<file path="src/hw/rtl/pfd_pkg.sv">
// Shared types and constants of the PPM frame decoder.
// Holds the configuration record, the command word between front and back,
// and the result word. No dependencies.
package pfd_pkg;

	localparam int ADDR_W = 5;

	typedef enum logic [2:0] {
		REG_SYNC_PAUSE_MIN    = 3'd0,
		REG_PULSE_MIN         = 3'd1,
		REG_PULSE_MAX         = 3'd2,
		REG_CHANNEL_COUNT     = 3'd3,
		REG_BAD_FRAME_PENALTY = 3'd4,
		REG_BUCKET_LIMIT      = 3'd5,
		REG_SIGNAL_TIMEOUT_MS = 3'd6,
		REG_HALVING_MODE      = 3'd7
	} reg_idx_t;

	typedef enum logic {
		OP_EDGE = 1'b0,
		OP_TICK = 1'b1
	} opcode_t;

	localparam logic [14:0] RST_SYNC_PAUSE_MIN    = 15'd6250;
	localparam logic [14:0] RST_PULSE_MIN         = 15'd1250;
	localparam logic [14:0] RST_PULSE_MAX         = 15'd2500;
	localparam logic [3:0]  RST_CHANNEL_COUNT     = 4'd8;
	localparam logic [6:0]  RST_BAD_FRAME_PENALTY = 7'd4;
	localparam logic [6:0]  RST_BUCKET_LIMIT      = 7'd20;
	localparam logic [15:0] RST_SIGNAL_TIMEOUT_MS = 16'd500;
	localparam logic        RST_HALVING_MODE      = 1'b0;

	typedef struct packed {
		logic [14:0] sync_pause_min;
		logic [14:0] pulse_min;
		logic [14:0] pulse_max;
		logic [3:0]  channel_count;
		logic [6:0]  bad_frame_penalty;
		logic [6:0]  bucket_limit;
		logic [15:0] signal_timeout_ms;
		logic        halving_mode;
	} cfg_t;

	// Classified word handed from the front to the back.
	typedef struct packed {
		logic        tick;
		logic        sync;
		logic        take;
		logic        ok;
		logic        frame_end;
		logic [3:0]  idx;
		logic [14:0] nv;
		logic [14:0] sync_w;
	} cmd_t;

	typedef struct packed {
		logic [3:0]  channel;
		logic [14:0] value;
		logic        stored;
		logic        glitch;
		logic        sync;
		logic        frame_end;
		logic        new_values;
		logic        signal;
		logic [15:0] glitch_count;
		logic [14:0] pause_width;
		logic [23:0] ms_time;
	} res_t;

endpackage

</file>
<file path="src/hw/rtl/pfd_fifo.sv">
// Small first-in first-out queue of flat words.
// Used between front and back and in front of the result ports. No dependencies.
module pfd_fifo #(
	parameter int WIDTH = 8,
	parameter int DEPTH = 2
) (
	input  logic             clk,
	input  logic             arst_n,
	input  logic             wr_en,
	input  logic [WIDTH-1:0] wr_data,
	input  logic             rd_en,
	output logic [WIDTH-1:0] rd_data,
	output logic             full,
	output logic             empty
);
	localparam int PTR_W = (DEPTH > 1) ? $clog2(DEPTH) : 1;

	logic [WIDTH-1:0] mem_q [DEPTH];
	logic [PTR_W-1:0] wr_ptr_q;
	logic [PTR_W-1:0] rd_ptr_q;
	logic [PTR_W:0]   count_q;

	assign full    = (count_q == (PTR_W+1)'(DEPTH));
	assign empty   = (count_q == '0);
	assign rd_data = mem_q[rd_ptr_q];

	always_ff @(posedge clk) begin
		if (wr_en) begin
			mem_q[wr_ptr_q] <= wr_data;
		end
	end

	always_ff @(posedge clk or negedge arst_n) begin
		if (!arst_n) begin
			wr_ptr_q <= '0;
			rd_ptr_q <= '0;
			count_q  <= '0;
		end else begin
			if (wr_en) begin
				wr_ptr_q <= (wr_ptr_q == PTR_W'(DEPTH - 1)) ? '0 : wr_ptr_q + 1'b1;
			end
			if (rd_en) begin
				rd_ptr_q <= (rd_ptr_q == PTR_W'(DEPTH - 1)) ? '0 : rd_ptr_q + 1'b1;
			end
			if (wr_en && !rd_en) begin
				count_q <= count_q + 1'b1;
			end else if (rd_en && !wr_en) begin
				count_q <= count_q - 1'b1;
			end
		end
	end

endmodule

</file>
<file path="src/hw/rtl/pfd_front.sv">
// Front end: measures the edge interval and classifies each word.
// Keeps the previous edge time and the channel index. Depends on pfd_pkg.
module pfd_front #(
	parameter int MAX_CHANNELS = 12
) (
	input  logic          clk,
	input  logic          arst_n,
	input  logic          accept,
	input  logic          opcode,
	input  logic [15:0]   edge_time,
	input  pfd_pkg::cfg_t cfg,
	output pfd_pkg::cmd_t cmd
);
	import pfd_pkg::*;

	logic [15:0] prev_edge_q;
	logic [3:0]  ch_idx_q;
	logic [15:0] width;
	logic [15:0] half;
	logic [4:0]  eff_count;
	logic        is_edge;
	logic        is_sync;
	logic        take;
	logic        ok;
	logic [14:0] nv;

	always_comb begin
		is_edge = (opcode_t'(opcode) == OP_EDGE);
		width   = edge_time - prev_edge_q;
		half    = {width[15], width[15:1]};
		if ({1'b0, cfg.channel_count} > 5'(MAX_CHANNELS)) begin
			eff_count = 5'(MAX_CHANNELS);
		end else begin
			eff_count = {1'b0, cfg.channel_count};
		end
		// A negative interval is never a sync and fails both pulse tests.
		is_sync = is_edge && !width[15] && (width[14:0] > cfg.sync_pause_min);
		take    = is_edge && !is_sync && ({1'b0, ch_idx_q} < eff_count);
		if (cfg.halving_mode) begin
			ok = (half[15:8] == 8'd1);
			nv = half[14:0];
		end else begin
			ok = !width[15] && (width[14:0] >= cfg.pulse_min)
				&& (width[14:0] <= cfg.pulse_max);
			nv = width[14:0] - cfg.pulse_min;
		end
		cmd.tick      = !is_edge;
		cmd.sync      = is_sync;
		cmd.take      = take;
		cmd.ok        = ok;
		cmd.frame_end = take && (({1'b0, ch_idx_q} + 5'd1) == eff_count);
		cmd.idx       = ch_idx_q;
		cmd.nv        = nv;
		cmd.sync_w    = width[14:0];
	end

	always_ff @(posedge clk or negedge arst_n) begin
		if (!arst_n) begin
			prev_edge_q <= '0;
			ch_idx_q    <= '0;
		end else if (accept && is_edge) begin
			prev_edge_q <= edge_time;
			if (is_sync) begin
				ch_idx_q <= '0;
			end else if (take) begin
				ch_idx_q <= ch_idx_q + 4'd1;
			end
		end
	end

endmodule

</file>
<file path="src/hw/rtl/pfd_back.sv">
// Back end: applies classified words to the channel values, glitch count,
// quality counter, signal flag and millisecond clock. Depends on pfd_pkg.
module pfd_back #(
	parameter int MAX_CHANNELS = 12
) (
	input  logic          clk,
	input  logic          arst_n,
	input  logic          fire,
	input  pfd_pkg::cmd_t cmd,
	input  pfd_pkg::cfg_t cfg,
	output pfd_pkg::res_t res
);
	import pfd_pkg::*;

	localparam int IDX_W = (MAX_CHANNELS > 1) ? $clog2(MAX_CHANNELS) : 1;

	logic [14:0]       vals_q [MAX_CHANNELS];
	logic              frame_good_q;
	logic              new_values_q;
	logic signed [7:0] quality_q;
	logic              signal_q;
	logic [15:0]       rejected_q;
	logic [14:0]       sync_width_q;
	logic [23:0]       ms_q;
	logic [23:0]       deadline_q;

	logic [IDX_W-1:0]  idx;
	logic              fg_eff;
	logic signed [8:0] q_sum;
	logic signed [8:0] lim;
	logic signed [8:0] q_clamp;
	logic [23:0]       ms_inc;
	logic [23:0]       diff;
	logic              timed_out;

	always_comb begin
		idx    = cmd.idx[IDX_W-1:0];
		fg_eff = frame_good_q && cmd.ok;
		lim    = $signed({2'b00, cfg.bucket_limit});
		if (fg_eff) begin
			q_sum = 9'(quality_q) + 9'sd1;
		end else begin
			q_sum = 9'(quality_q) - $signed({2'b00, cfg.bad_frame_penalty});
		end
		if (q_sum > lim) begin
			q_clamp = lim;
		end else if (q_sum < -lim) begin
			q_clamp = -lim;
		end else begin
			q_clamp = q_sum;
		end
		ms_inc    = ms_q + 24'd1;
		diff      = ms_inc - deadline_q;
		timed_out = signal_q && (diff != '0) && !diff[23];
	end

	always_ff @(posedge clk or negedge arst_n) begin
		if (!arst_n) begin
			for (int i = 0; i < MAX_CHANNELS; i++) begin
				vals_q[i] <= '0;
			end
			frame_good_q <= 1'b0;
			new_values_q <= 1'b0;
			quality_q    <= '0;
			signal_q     <= 1'b0;
			rejected_q   <= '0;
			sync_width_q <= '0;
			ms_q         <= '0;
			deadline_q   <= '0;
		end else if (fire) begin
			if (cmd.tick) begin
				ms_q <= ms_inc;
				if (timed_out) begin
					signal_q  <= 1'b0;
					quality_q <= 8'(-lim);
				end
			end else if (cmd.sync) begin
				frame_good_q <= 1'b1;
				new_values_q <= 1'b0;
				sync_width_q <= cmd.sync_w;
			end else if (cmd.take) begin
				if (cmd.ok) begin
					vals_q[idx] <= cmd.nv;
				end else begin
					rejected_q   <= rejected_q + 16'd1;
					frame_good_q <= 1'b0;
				end
				if (cmd.frame_end) begin
					new_values_q <= fg_eff;
					quality_q    <= 8'(q_clamp);
					signal_q     <= (q_clamp > 9'sd0);
					deadline_q   <= ms_q + {8'd0, cfg.signal_timeout_ms};
				end
			end
		end
	end

	// The result shows the state as it stands after this word.
	always_comb begin
		res.channel      = cmd.take ? cmd.idx : 4'd0;
		res.value        = cmd.take ? (cmd.ok ? cmd.nv : vals_q[idx]) : 15'd0;
		res.stored       = cmd.take && cmd.ok;
		res.glitch       = cmd.take && !cmd.ok;
		res.sync         = cmd.sync;
		res.frame_end    = cmd.frame_end;
		res.new_values   = cmd.sync ? 1'b0
			: (cmd.frame_end ? fg_eff : new_values_q);
		res.signal       = cmd.tick ? (signal_q && !timed_out)
			: (cmd.frame_end ? (q_clamp > 9'sd0) : signal_q);
		res.glitch_count = (cmd.take && !cmd.ok) ? rejected_q + 16'd1 : rejected_q;
		res.pause_width  = cmd.sync ? cmd.sync_w : sync_width_q;
		res.ms_time      = cmd.tick ? ms_inc : ms_q;
	end

endmodule

</file>
<file path="src/hw/rtl/ppm_frame_decoder_top.sv">
// Top level of the PPM frame decoder: configuration registers, front end,
// command queue, back end and result queue. Depends on pfd_pkg and the pfd_* modules.
//
// Usage: each input word is either a captured 16-bit edge time (opcode 0)
// or a one-millisecond tick (opcode 1). Push a word while full is low; one
// result word comes back for every input word, in order, on the result
// ports while empty is low, and pop takes it.
// With both queues empty, an accepted word is registered in the command queue,
// applied by the back end into the result queue, and then shown on the result
// ports, where pop can take it. Throughput is one word per cycle while the result
// queue has room: the front end classifies a word in the cycle it is pushed, the
// back end applies one command per cycle, and two-entry queues sit between front
// and back and before the result ports.
// When the receiver stops popping, the result queue fills, the back end
// holds, then the command queue fills and full rises; nothing is dropped.
// Reset clears both queues, all decoder state and the channel values, and loads the
// default configuration. The registers sit on the APB port at byte addresses 4*i; the
// user must write them only while the decoder is idle; the block does not enforce it.
module ppm_frame_decoder_top #(
	parameter int MAX_CHANNELS = 12
) (
	input  logic                       clk,
	input  logic                       arst_n,
	input  logic                       psel,
	input  logic                       penable,
	input  logic                       pwrite,
	input  logic [pfd_pkg::ADDR_W-1:0] paddr,
	input  logic [31:0]                pwdata,
	output logic [31:0]                prdata,
	output logic                       pready,
	input  logic                       push,
	output logic                       full,
	input  logic                       opcode,
	input  logic [15:0]                edge_time,
	output logic                       empty,
	input  logic                       pop,
	output logic [3:0]                 channel,
	output logic [14:0]                value,
	output logic                       stored,
	output logic                       glitch,
	output logic                       sync,
	output logic                       frame_end,
	output logic                       new_values,
	output logic                       signal,
	output logic [15:0]                glitch_count,
	output logic [14:0]                pause_width,
	output logic [23:0]                ms_time
);
	import pfd_pkg::*;

	localparam int QUEUE_DEPTH = 2;

	cfg_t     cfg_q;
	reg_idx_t reg_sel;
	logic     cfg_wr;
	logic     accept;
	cmd_t     cmd_in;
	cmd_t     cmd_out;
	logic     cmd_full;
	logic     cmd_empty;
	logic     back_fire;
	res_t     res_in;
	res_t     res_out;
	logic     res_full;

	assign pready  = 1'b1;
	assign reg_sel = reg_idx_t'(paddr[ADDR_W-1:2]);
	assign cfg_wr  = psel && penable && pwrite;

	always_ff @(posedge clk or negedge arst_n) begin
		if (!arst_n) begin
			cfg_q.sync_pause_min    <= RST_SYNC_PAUSE_MIN;
			cfg_q.pulse_min         <= RST_PULSE_MIN;
			cfg_q.pulse_max         <= RST_PULSE_MAX;
			cfg_q.channel_count     <= RST_CHANNEL_COUNT;
			cfg_q.bad_frame_penalty <= RST_BAD_FRAME_PENALTY;
			cfg_q.bucket_limit      <= RST_BUCKET_LIMIT;
			cfg_q.signal_timeout_ms <= RST_SIGNAL_TIMEOUT_MS;
			cfg_q.halving_mode      <= RST_HALVING_MODE;
		end else if (cfg_wr) begin
			unique case (reg_sel)
				REG_SYNC_PAUSE_MIN:    cfg_q.sync_pause_min    <= pwdata[14:0];
				REG_PULSE_MIN:         cfg_q.pulse_min         <= pwdata[14:0];
				REG_PULSE_MAX:         cfg_q.pulse_max         <= pwdata[14:0];
				REG_CHANNEL_COUNT:     cfg_q.channel_count     <= pwdata[3:0];
				REG_BAD_FRAME_PENALTY: cfg_q.bad_frame_penalty <= pwdata[6:0];
				REG_BUCKET_LIMIT:      cfg_q.bucket_limit      <= pwdata[6:0];
				REG_SIGNAL_TIMEOUT_MS: cfg_q.signal_timeout_ms <= pwdata[15:0];
				REG_HALVING_MODE:      cfg_q.halving_mode      <= pwdata[0];
				default: ;
			endcase
		end
	end

	always_comb begin
		unique case (reg_sel)
			REG_SYNC_PAUSE_MIN:    prdata = {17'd0, cfg_q.sync_pause_min};
			REG_PULSE_MIN:         prdata = {17'd0, cfg_q.pulse_min};
			REG_PULSE_MAX:         prdata = {17'd0, cfg_q.pulse_max};
			REG_CHANNEL_COUNT:     prdata = {28'd0, cfg_q.channel_count};
			REG_BAD_FRAME_PENALTY: prdata = {25'd0, cfg_q.bad_frame_penalty};
			REG_BUCKET_LIMIT:      prdata = {25'd0, cfg_q.bucket_limit};
			REG_SIGNAL_TIMEOUT_MS: prdata = {16'd0, cfg_q.signal_timeout_ms};
			REG_HALVING_MODE:      prdata = {31'd0, cfg_q.halving_mode};
			default:               prdata = '0;
		endcase
	end

	assign full   = cmd_full;
	assign accept = push && !cmd_full;

	pfd_front #(
		.MAX_CHANNELS(MAX_CHANNELS)
	) u_front (
		.clk      (clk),
		.arst_n   (arst_n),
		.accept   (accept),
		.opcode   (opcode),
		.edge_time(edge_time),
		.cfg      (cfg_q),
		.cmd      (cmd_in)
	);

	pfd_fifo #(
		.WIDTH($bits(cmd_t)),
		.DEPTH(QUEUE_DEPTH)
	) u_cmd_fifo (
		.clk    (clk),
		.arst_n (arst_n),
		.wr_en  (accept),
		.wr_data(cmd_in),
		.rd_en  (back_fire),
		.rd_data(cmd_out),
		.full   (cmd_full),
		.empty  (cmd_empty)
	);

	assign back_fire = !cmd_empty && !res_full;

	pfd_back #(
		.MAX_CHANNELS(MAX_CHANNELS)
	) u_back (
		.clk   (clk),
		.arst_n(arst_n),
		.fire  (back_fire),
		.cmd   (cmd_out),
		.cfg   (cfg_q),
		.res   (res_in)
	);

	pfd_fifo #(
		.WIDTH($bits(res_t)),
		.DEPTH(QUEUE_DEPTH)
	) u_res_fifo (
		.clk    (clk),
		.arst_n (arst_n),
		.wr_en  (back_fire),
		.wr_data(res_in),
		.rd_en  (pop && !empty),
		.rd_data(res_out),
		.full   (res_full),
		.empty  (empty)
	);

	assign channel      = res_out.channel;
	assign value        = res_out.value;
	assign stored       = res_out.stored;
	assign glitch       = res_out.glitch;
	assign sync         = res_out.sync;
	assign frame_end    = res_out.frame_end;
	assign new_values   = res_out.new_values;
	assign signal       = res_out.signal;
	assign glitch_count = res_out.glitch_count;
	assign pause_width  = res_out.pause_width;
	assign ms_time      = res_out.ms_time;

endmodule

</file>
<file path="config.mk">
export PLATFORM = sky130hd
export DESIGN_NAME = ppm_frame_decoder_top
export DESIGN_NICKNAME = d
export VERILOG_FILES = /design/src/hw/rtl/pfd_pkg.sv /design/src/hw/rtl/pfd_fifo.sv /design/src/hw/rtl/pfd_front.sv /design/src/hw/rtl/pfd_back.sv /design/src/hw/rtl/ppm_frame_decoder_top.sv
export SDC_FILE = /design/constraint.sdc
export NUM_CORES = 1
export LEC_CHECK = 0
export BUFFER_PORTS_ARGS = -buffer_cell sky130_fd_sc_hd__buf_4
export CAP_MARGIN = 20
export CORE_ASPECT_RATIO = 1.2
export CORE_UTILIZATION = 67
export DETAILED_ROUTE_END_ITERATION = 10
export PLACE_DENSITY = 0.87
export SYNTH_ARGS = -nofsm -noshare
export SYNTH_HDL_FRONTEND = slang
export SYNTH_HIERARCHICAL = 1
export SYNTH_SLANG_ARGS = --single-unit
</file>
<file path="constraint.sdc">
create_clock -name clk -period 9.7 [get_ports clk]
set_input_delay 2.425 -clock clk [delete_from_list [all_inputs] [get_ports clk]]
set_output_delay 2.425 -clock clk [all_outputs]
set_load 0.01 [all_outputs]
</file>
== Word level (Yosys, flattened, before mapping) ==
Memory sizes are Yosys's and may differ from the RTL's.
Cells that the tools add are included.
W data, S select, Z words.

* $add $sub $neg: 19
* Mux-type cells: 51
* $mul: 0
* Divide/modulo/power cells: 0
* $lt $le $gt $ge: 10
* Shifts and indexed selects: 0
* Reduce and logical (&&, ||, !) cells: 63
* Bitwise gates (word level): 5
* Equal/unequal tests: 14

{| class="wikitable"
|+ Operator list
! operator !! count
|-
| $pmux W32 S8 || 1
|-
| $bwmux W180 || 1
|-
| $mux W15 || 7
|-
| $bmux W15 S4 || 1
|-
| $demux W15 S4 || 1
|-
| $mux W8 || 5
|-
| $mux W9 || 3
|-
| $add A24 B1 Y24 const B || 1
|-
| $add A24 B16 Y24 || 1
|-
| $logic_and A1 B1 Y1 || 24
|-
| $mux W24 || 1
|-
| $reduce_bool A24 Y1 || 1
|-
| $sub A24 B24 Y24 || 1
|-
| $mux W1 || 22
|-
| $reduce_and A2 Y1 || 10
|-
| $reduce_and A5 Y1 || 4
|-
| $add A16 B1 Y16 const B || 1
|-
| $mux W16 || 1
|-
| $mux W4 || 4
|-
| $sub A16 B16 Y16 || 1
|-
| $ge A15 B15 Y1 || 1
|-
| $gt A15 B15 Y1 || 1
|-
| $le A15 B15 Y1 || 1
|-
| $sub A15 B15 Y15 || 1
|-
| other kinds (32) || 67
|}

* Latch bits: 0
* Flip-flop bits (word level): 378
* Word-level logic and storage cells: 200
* ROM bits: 0
* Bits of input ports: 61
* Memories kept: 2
* Bits in writable memories: 238

{| class="wikitable"
|+ Memory list
! name !! words !! width !! read ports !! clocked after memory_dff !! wr ports !! RTL line !! RTL
|-
| u_res_fifo.mem_q || 2 || 80 || 1 || 0 || 1 || pfd_fifo.sv:18 || <nowiki>logic [WIDTH-1:0] mem_q [DEPTH];</nowiki>
|-
| u_cmd_fifo.mem_q || 2 || 39 || 1 || 0 || 1 || pfd_fifo.sv:18 ||
|}

== Longest topological paths before layout ==
An unclocked memory read counts as a cell.

* Depth in word-level cells: 11
* Gate-level depth with buffers: 22
* Mapped depth without buffers: 21

== By module ==
Netlist, hierarchy kept.

{| class="wikitable"
|+ By module, submodules not included
! module !! area an instance (um^2) !! times used !! cells each
|-
| pfd_back || 16559.6 || 1 || 1534
|-
| pfd_fifo (u_res_fifo) || 6359.8 || 1 || 265
|-
| ppm_frame_decoder_top || 3933.8 || 1 || 321
|-
| pfd_front || 3510.9 || 1 || 471
|-
| pfd_fifo (u_cmd_fifo) || 3012.9 || 1 || 137
|}

== Least setup slack after synthesis ==
Ideal clock, no wire load.

* Path kind: input -> register
* Start: input edge_time[0]
* End: memory u_cmd_fifo/mem_q[0][35] (netlist bit), data pin
* Stages: 16
* Path slack: 3781 ps
* Data arrival time: 5667 ps
* Data required time: 9448 ps
* Library setup time: 252 ps
* Path through: inv_1 > ha_1 > fa_1 > nor2b_4 > o21a_1 > nor2_1 > xnor2_1 > ha_1 > a211oi_1 > nor2_1 > o311a_1 > o31a_1 > o21a_1 > o311ai_1 > o22ai_2 > buf_4

{| class="wikitable"
|+ RTL lines
! item !! RTL line !! RTL
|-
| from (decl) || ppm_frame_decoder_top.sv:34 || <nowiki>input logic [15:0] edge_time,</nowiki>
|-
| to (decl) || pfd_fifo.sv:18 ||
|}

== Final worst setup path ==
* Start: input paddr[3] (netlist bit)
* End: output prdata[14]

* Word-level cells in the longest chain between the ends: 2
* Elaborated cells on any way between the ends: 9

{| class="wikitable"
|+ RTL lines
! item !! RTL line !! RTL
|-
| from (decl) || ppm_frame_decoder_top.sv:27 || <nowiki>input logic [pfd_pkg::ADDR_W-1:0] paddr,</nowiki>
|-
| $eq A3 B3 Y1 (tied with other cells) || ppm_frame_decoder_top.sv:96 || <nowiki>unique case (reg_sel)</nowiki>
|-
| $pmux W32 S8 (*) || ppm_frame_decoder_top.sv:96 ||
|-
| to (decl) || ppm_frame_decoder_top.sv:29 || <nowiki>output logic [31:0] prdata,</nowiki>
|}

Every way passes the cells marked *; elsewhere a longest branch is shown, timed or not. The select of a mux whose other input is x is not followed.

==> reports/summary.md <==
For the total routing resource utilization after global routing, the log shows 32.5%. Setup violations remaining at the end of the flow were counted as 0. The run gives 98 as the number of distinct library cells after synthesis. The synthesis-to-finish area growth is 9.86%. The tools report the total die area as 50700 µm².

During I/O placement, the number of pins put on the boundary was 176. The routed wire length is 80900 µm, and the number of antenna violations at the first check in global routing is 1. After floorplanning, the core was sized to cover 49200 µm². The horizontal die dimension works out to 206 µm. The first TritonRoute pass finished after 5 iterations. The clock net in this run drives a total of 616 sinks.

For the worst setup path, the data required time is 7.28 ns. The average detailed-routed wire length per instance is 23.1 µm. Of the cells placed in the final design, the portion with a size suffix greater than 1 is 27.8%.

The adder-cell share of the synthesized area was 5.29%. In this run, the number of DRC markers left after iteration 0 of detailed routing was 1684. A synthesized cell averages 12.2 µm². The tools report the total grt overflow as 0. The wire-length estimate of the detail-placed layout is 55600 µm. The min-delay analysis places its worst path in the category flip-flop to flip-flop. The count of pins over their slew limit came out at 0. The maximum single-stage delay on the critical path is 0.49 ns. Yosys mapped a number of flops with a built-in enable equal to 238. TritonCTS built the clock tree. Top fanout value on the critical path: 27. Basic-gate share of the synthesized area counting and, or, nand and nor cells: 8.86%. For this run, asynchronously set or reset flops after synthesis account for 61.4%. The tools report the post-placement cell count as 3392. The post-route DRC violation count is 0. The cell family contributing the most delay on the critical path is simple AND/OR/NAND/NOR gates. The H-tree generated during clock tree synthesis spans 2 levels. The layout net count is 3016, and the count of buffers inserted at the top-level ports is 140. The smallest clock period supported by the final layout is computed as 6.42 ns. For the non-filler instance count after layout, the log shows 3504. After clock tree synthesis, the flow added hold-fix buffers numbering 0. For the share of the core filled with cells in the final layout, the log shows 74.5%. After clock tree synthesis, the clock-pin slew on the worst setup and hold paths is 0.06 ns. The critical path goes through buf_4 > nand2_1 > nor2_1 > nand2_1 > a21oi_1 > buf_4.

Static timing analysis puts the maximum clock frequency at 0.156 GHz. The analysis attributes to cell leakage a power of 16.1 nW. The first global-routing pass estimated 127000 µm of wire. The number of buffers and inverters on the critical path is 2. Post-CTS repair changed the size of 0 cells.

The clock arrives with 0.0136 ns of skew. The tools report the count of vias placed by the detailed router as 22.3k. STA classifies the critical path endpoint as an output pin. Across the run, the number of max-cap violations was 0.

The fill cell instance count of the final layout is 3067, and the die boundary height is 247 µm. For this run, the leading register cell type out of synthesis is dfrtp_1. The peak supply drop is 0.198 mV. Routability-driven placement finished with a final weighted congestion of 0.950. Type of the worst setup path: input pin to output pin. By area, the combinational part of the netlist is dominated by multiplexers. The number of warning messages in the yosys log was 6.

The root buffer cell chosen for the clock tree is clkbuf_16. For the total CTS buffers, the log shows 58. The final hold violation count was 0; the ratio of routed vias to standard cells was 6.36. The kind of launch point of the worst setup path is an input pin. In the final timing run, aggregate negative setup slack is 0 ns.

Ranked by total cell area, the synthesized netlist is headed by dfrtp_1 (26%), edfxtp_1 (21%), mux2_2 (11%), ha_1 (5.0%), mux2_4 (4.0%). Worst hold-check slack: 0.480 ns. Summed over all instances, the cell type with the most area after synthesis is dfrtp_1.

Once detail routing completed, the nets flagged for antenna violations numbered 0. Multiplexer cells account for 19.3% of the synthesized area. At the pin with the least slew margin, the transition time is 1.16 ns. Headroom to the max-slew limit came out at 22.6%.

At the later pin of the worst-skew pair, clock insertion delay measures 0.63 ns. Of the synthesized area, sequential elements account for 49.9%. The area fraction in compound gates after synthesis is 7.96%, and the power density over the cells is 366 nW/µm². The total power of the final layout came out at 13.4 mW. Number of instances in the synthesized netlist: 2728. The run finished with clean final reports. The endpoint arrival time on the critical path is 3.99 ns, and the proportion of netlist area held by the largest area contributor is 26.4%.

The synthesized area was 33400 µm². The logs give 192 for the pin count of the biggest net entering global routing and 23.1k for the via count of the first global-routing pass. Buffers inserted during post-CTS setup optimization: 0. The run gives 3 as the number of buffers on the longest clock path.

Synthesis inferred 616 register bits. The number of rows in the core area came out at 89. The repair_antennas step left the layout with diodes totalling 0. The share of the synthesized netlist area taken by xor and xnor gates was 4.67%. The slowest stage cell on the critical path is nor2_1. Setup repair after global routing left no endpoint under its margin. The final critical path takes up 66.2% of the cycle. The initial utilization of the core area, before any placement, comes to 67.8%.
## Yosys cell counts, types with 5 or more instances
| master | count |
|---|---|
| dfrtp_1 | 352 |
| mux2_2 | 335 |
| edfxtp_1 | 238 |
| nand2_1 | 206 |
| ha_1 | 133 |
| nor2_1 | 127 |
| inv_1 | 126 |
| o21ai_0 | 124 |
| xnor2_1 | 116 |
| a21oi_1 | 98 |
| mux2_4 | 89 |
| clkbuf_1 | 77 |
| xor2_1 | 62 |
| mux4_2 | 45 |
| nand3_1 | 44 |
| and2_1 | 40 |
| a21o_1 | 34 |
| nor3_1 | 33 |
| mux2i_1 | 31 |
| buf_4 | 28 |
| dfstp_2 | 26 |
| and3_1 | 25 |
| nand4_1 | 23 |
| nand2b_1 | 22 |
| nor2b_1 | 22 |
| buf_2 | 17 |
| o22ai_1 | 16 |
| a31oi_1 | 15 |
| o21a_1 | 15 |
| a211oi_1 | 14 |
| buf_1 | 12 |
| nor4_1 | 10 |
| o211ai_1 | 10 |
| buf_12 | 8 |
| or3_1 | 8 |
| buf_6 | 7 |
| nand3b_1 | 7 |
| a21boi_0 | 6 |
| nor3b_1 | 6 |
| and4_1 | 5 |
| fa_1 | 5 |
| o2111ai_1 | 5 |
| o21bai_1 | 5 |
## final timing paths
kind / endpoint / cells past startpoint / slack [ns] / startpoint
worst min register to register: u_back/sync_width_q[3] / 2 / 0.48 / u_back/sync_width_q[3]
max in group asynchronous: u_front/prev_edge_q[0] / 3 / 5.99 / arst_n
worst max-delay path: prdata[14] / 6 / 3.28 / paddr[3]
min in group asynchronous: u_back/rejected_q[10] / 1 / 1.79 / arst_n
worst min-delay path: u_back/sync_width_q[3] / 2 / 0.48 / u_back/sync_width_q[3]
worst max register to register: u_back/quality_q[4] / 18 / 3.76 / u_back/ms_q[0]
## worst reg2reg max path, cell delays in order (launching register included)
cell and delay [ns]:
dfrtp_1 0.52, ha_1 0.32, nand3_1 0.18, nor2_1 0.41, nand3_1 0.26, nor2_1 0.31, and3_1 0.30, and3_1 0.35
nand2_1 0.11, xnor2_1 0.15, ha_1 0.46, inv_1 0.14, a221o_1 0.39, nor4_1 0.44, nand4_1 0.21, nor4_1 0.26
nand4_1 0.25, a21boi_4 0.37, mux2_2 0.38
## metrics by stage
step,setup slack [ns],cell area [µm²]
6_report,3.28,36700
5_1_grt,3.20,36700
4_1_cts,3.31,36600
3_5_place_dp,3.05,34700
3_3_place_gp,3.15,34700
2_1_floorplan,3.78,33400
## per-layer routing
| metal | part of all wire (%) | track usage, % | vias up |
|---|---|---|---|
| met2 | 50 | 55.0 | 850 |
| met3 | 5.6 | 4.80 | 223 |
| met4 | 4.8 | 15.5 | 2 |
| met5 | 0.014 | 0 | - |
| met1 | 39 | 41.0 | 11201 |
| li1 | - | - | 10016 |
## cell usage in the layout, fill, tap and decap left out, drive strengths merged, types with 40 or more instances in the layout
cell type and instances:
ha 133, xor2 62, edfxtp 238, and2 40, mux4 45, clkbuf 84
nor2 129, nand2 206, o21ai 126, buf 164, a21oi 98, mux2 424
xnor2 116, dfrtp 352, inv 131, nand3 44
## where the power goes
part	switching [mW]	internal (mW)	leakage [nW]
combinational	3.69	2.85	7.84
clock	0.999	1.31	0.961
sequential	0.568	4.02	7.28
## sequential cells by signal (all words and copies together) (netlist names)
signal,count
u_cmd_fifo/rd_ptr_q,1
u_front/prev_edge_q,16
u_back/signal_q,1
u_back/sync_width_q,15
u_back/rejected_q,16
u_cmd_fifo/wr_ptr_q,1
u_back/deadline_q,24
u_res_fifo/wr_ptr_q,1
u_cmd_fifo/mem_q,78
u_cmd_fifo/count_q,2
u_back/new_values_q,1
u_back/ms_q,24
u_res_fifo/rd_ptr_q,1
u_res_fifo/count_q,2
u_back/vals_q,180
u_back/frame_good_q,1
u_back/quality_q,8
u_front/ch_idx_q,4
u_res_fifo/mem_q,160
cfg_q,80
## layout make-up
type | instances | area, µm² | share of cell area [%]
Tap cell | 637 | 797 | 2.17
Multi-Input combinational cell | 1848 | 15500 | 42.3
Sequential cell | 616 | 16600 | 45.4
Clock buffer | 84 | 1670 | 4.55
Timing Repair Buffer | 164 | 1280 | 3.50
Clock inverter | 26 | 280 | 0.764
Inverter | 129 | 489 | 1.33
## cell families after synthesis
| kind of cell | after synthesis |
|---|---|
| other cells | 2 |
| simple gates | 603 |
| flops | 616 |
| compound gates | 412 |
| xor+xnor | 178 |
| mux | 500 |
| fa+ha+maj | 138 |
| buf+inv | 279 |
Note: power is estimated with default switching activity, not from simulation.
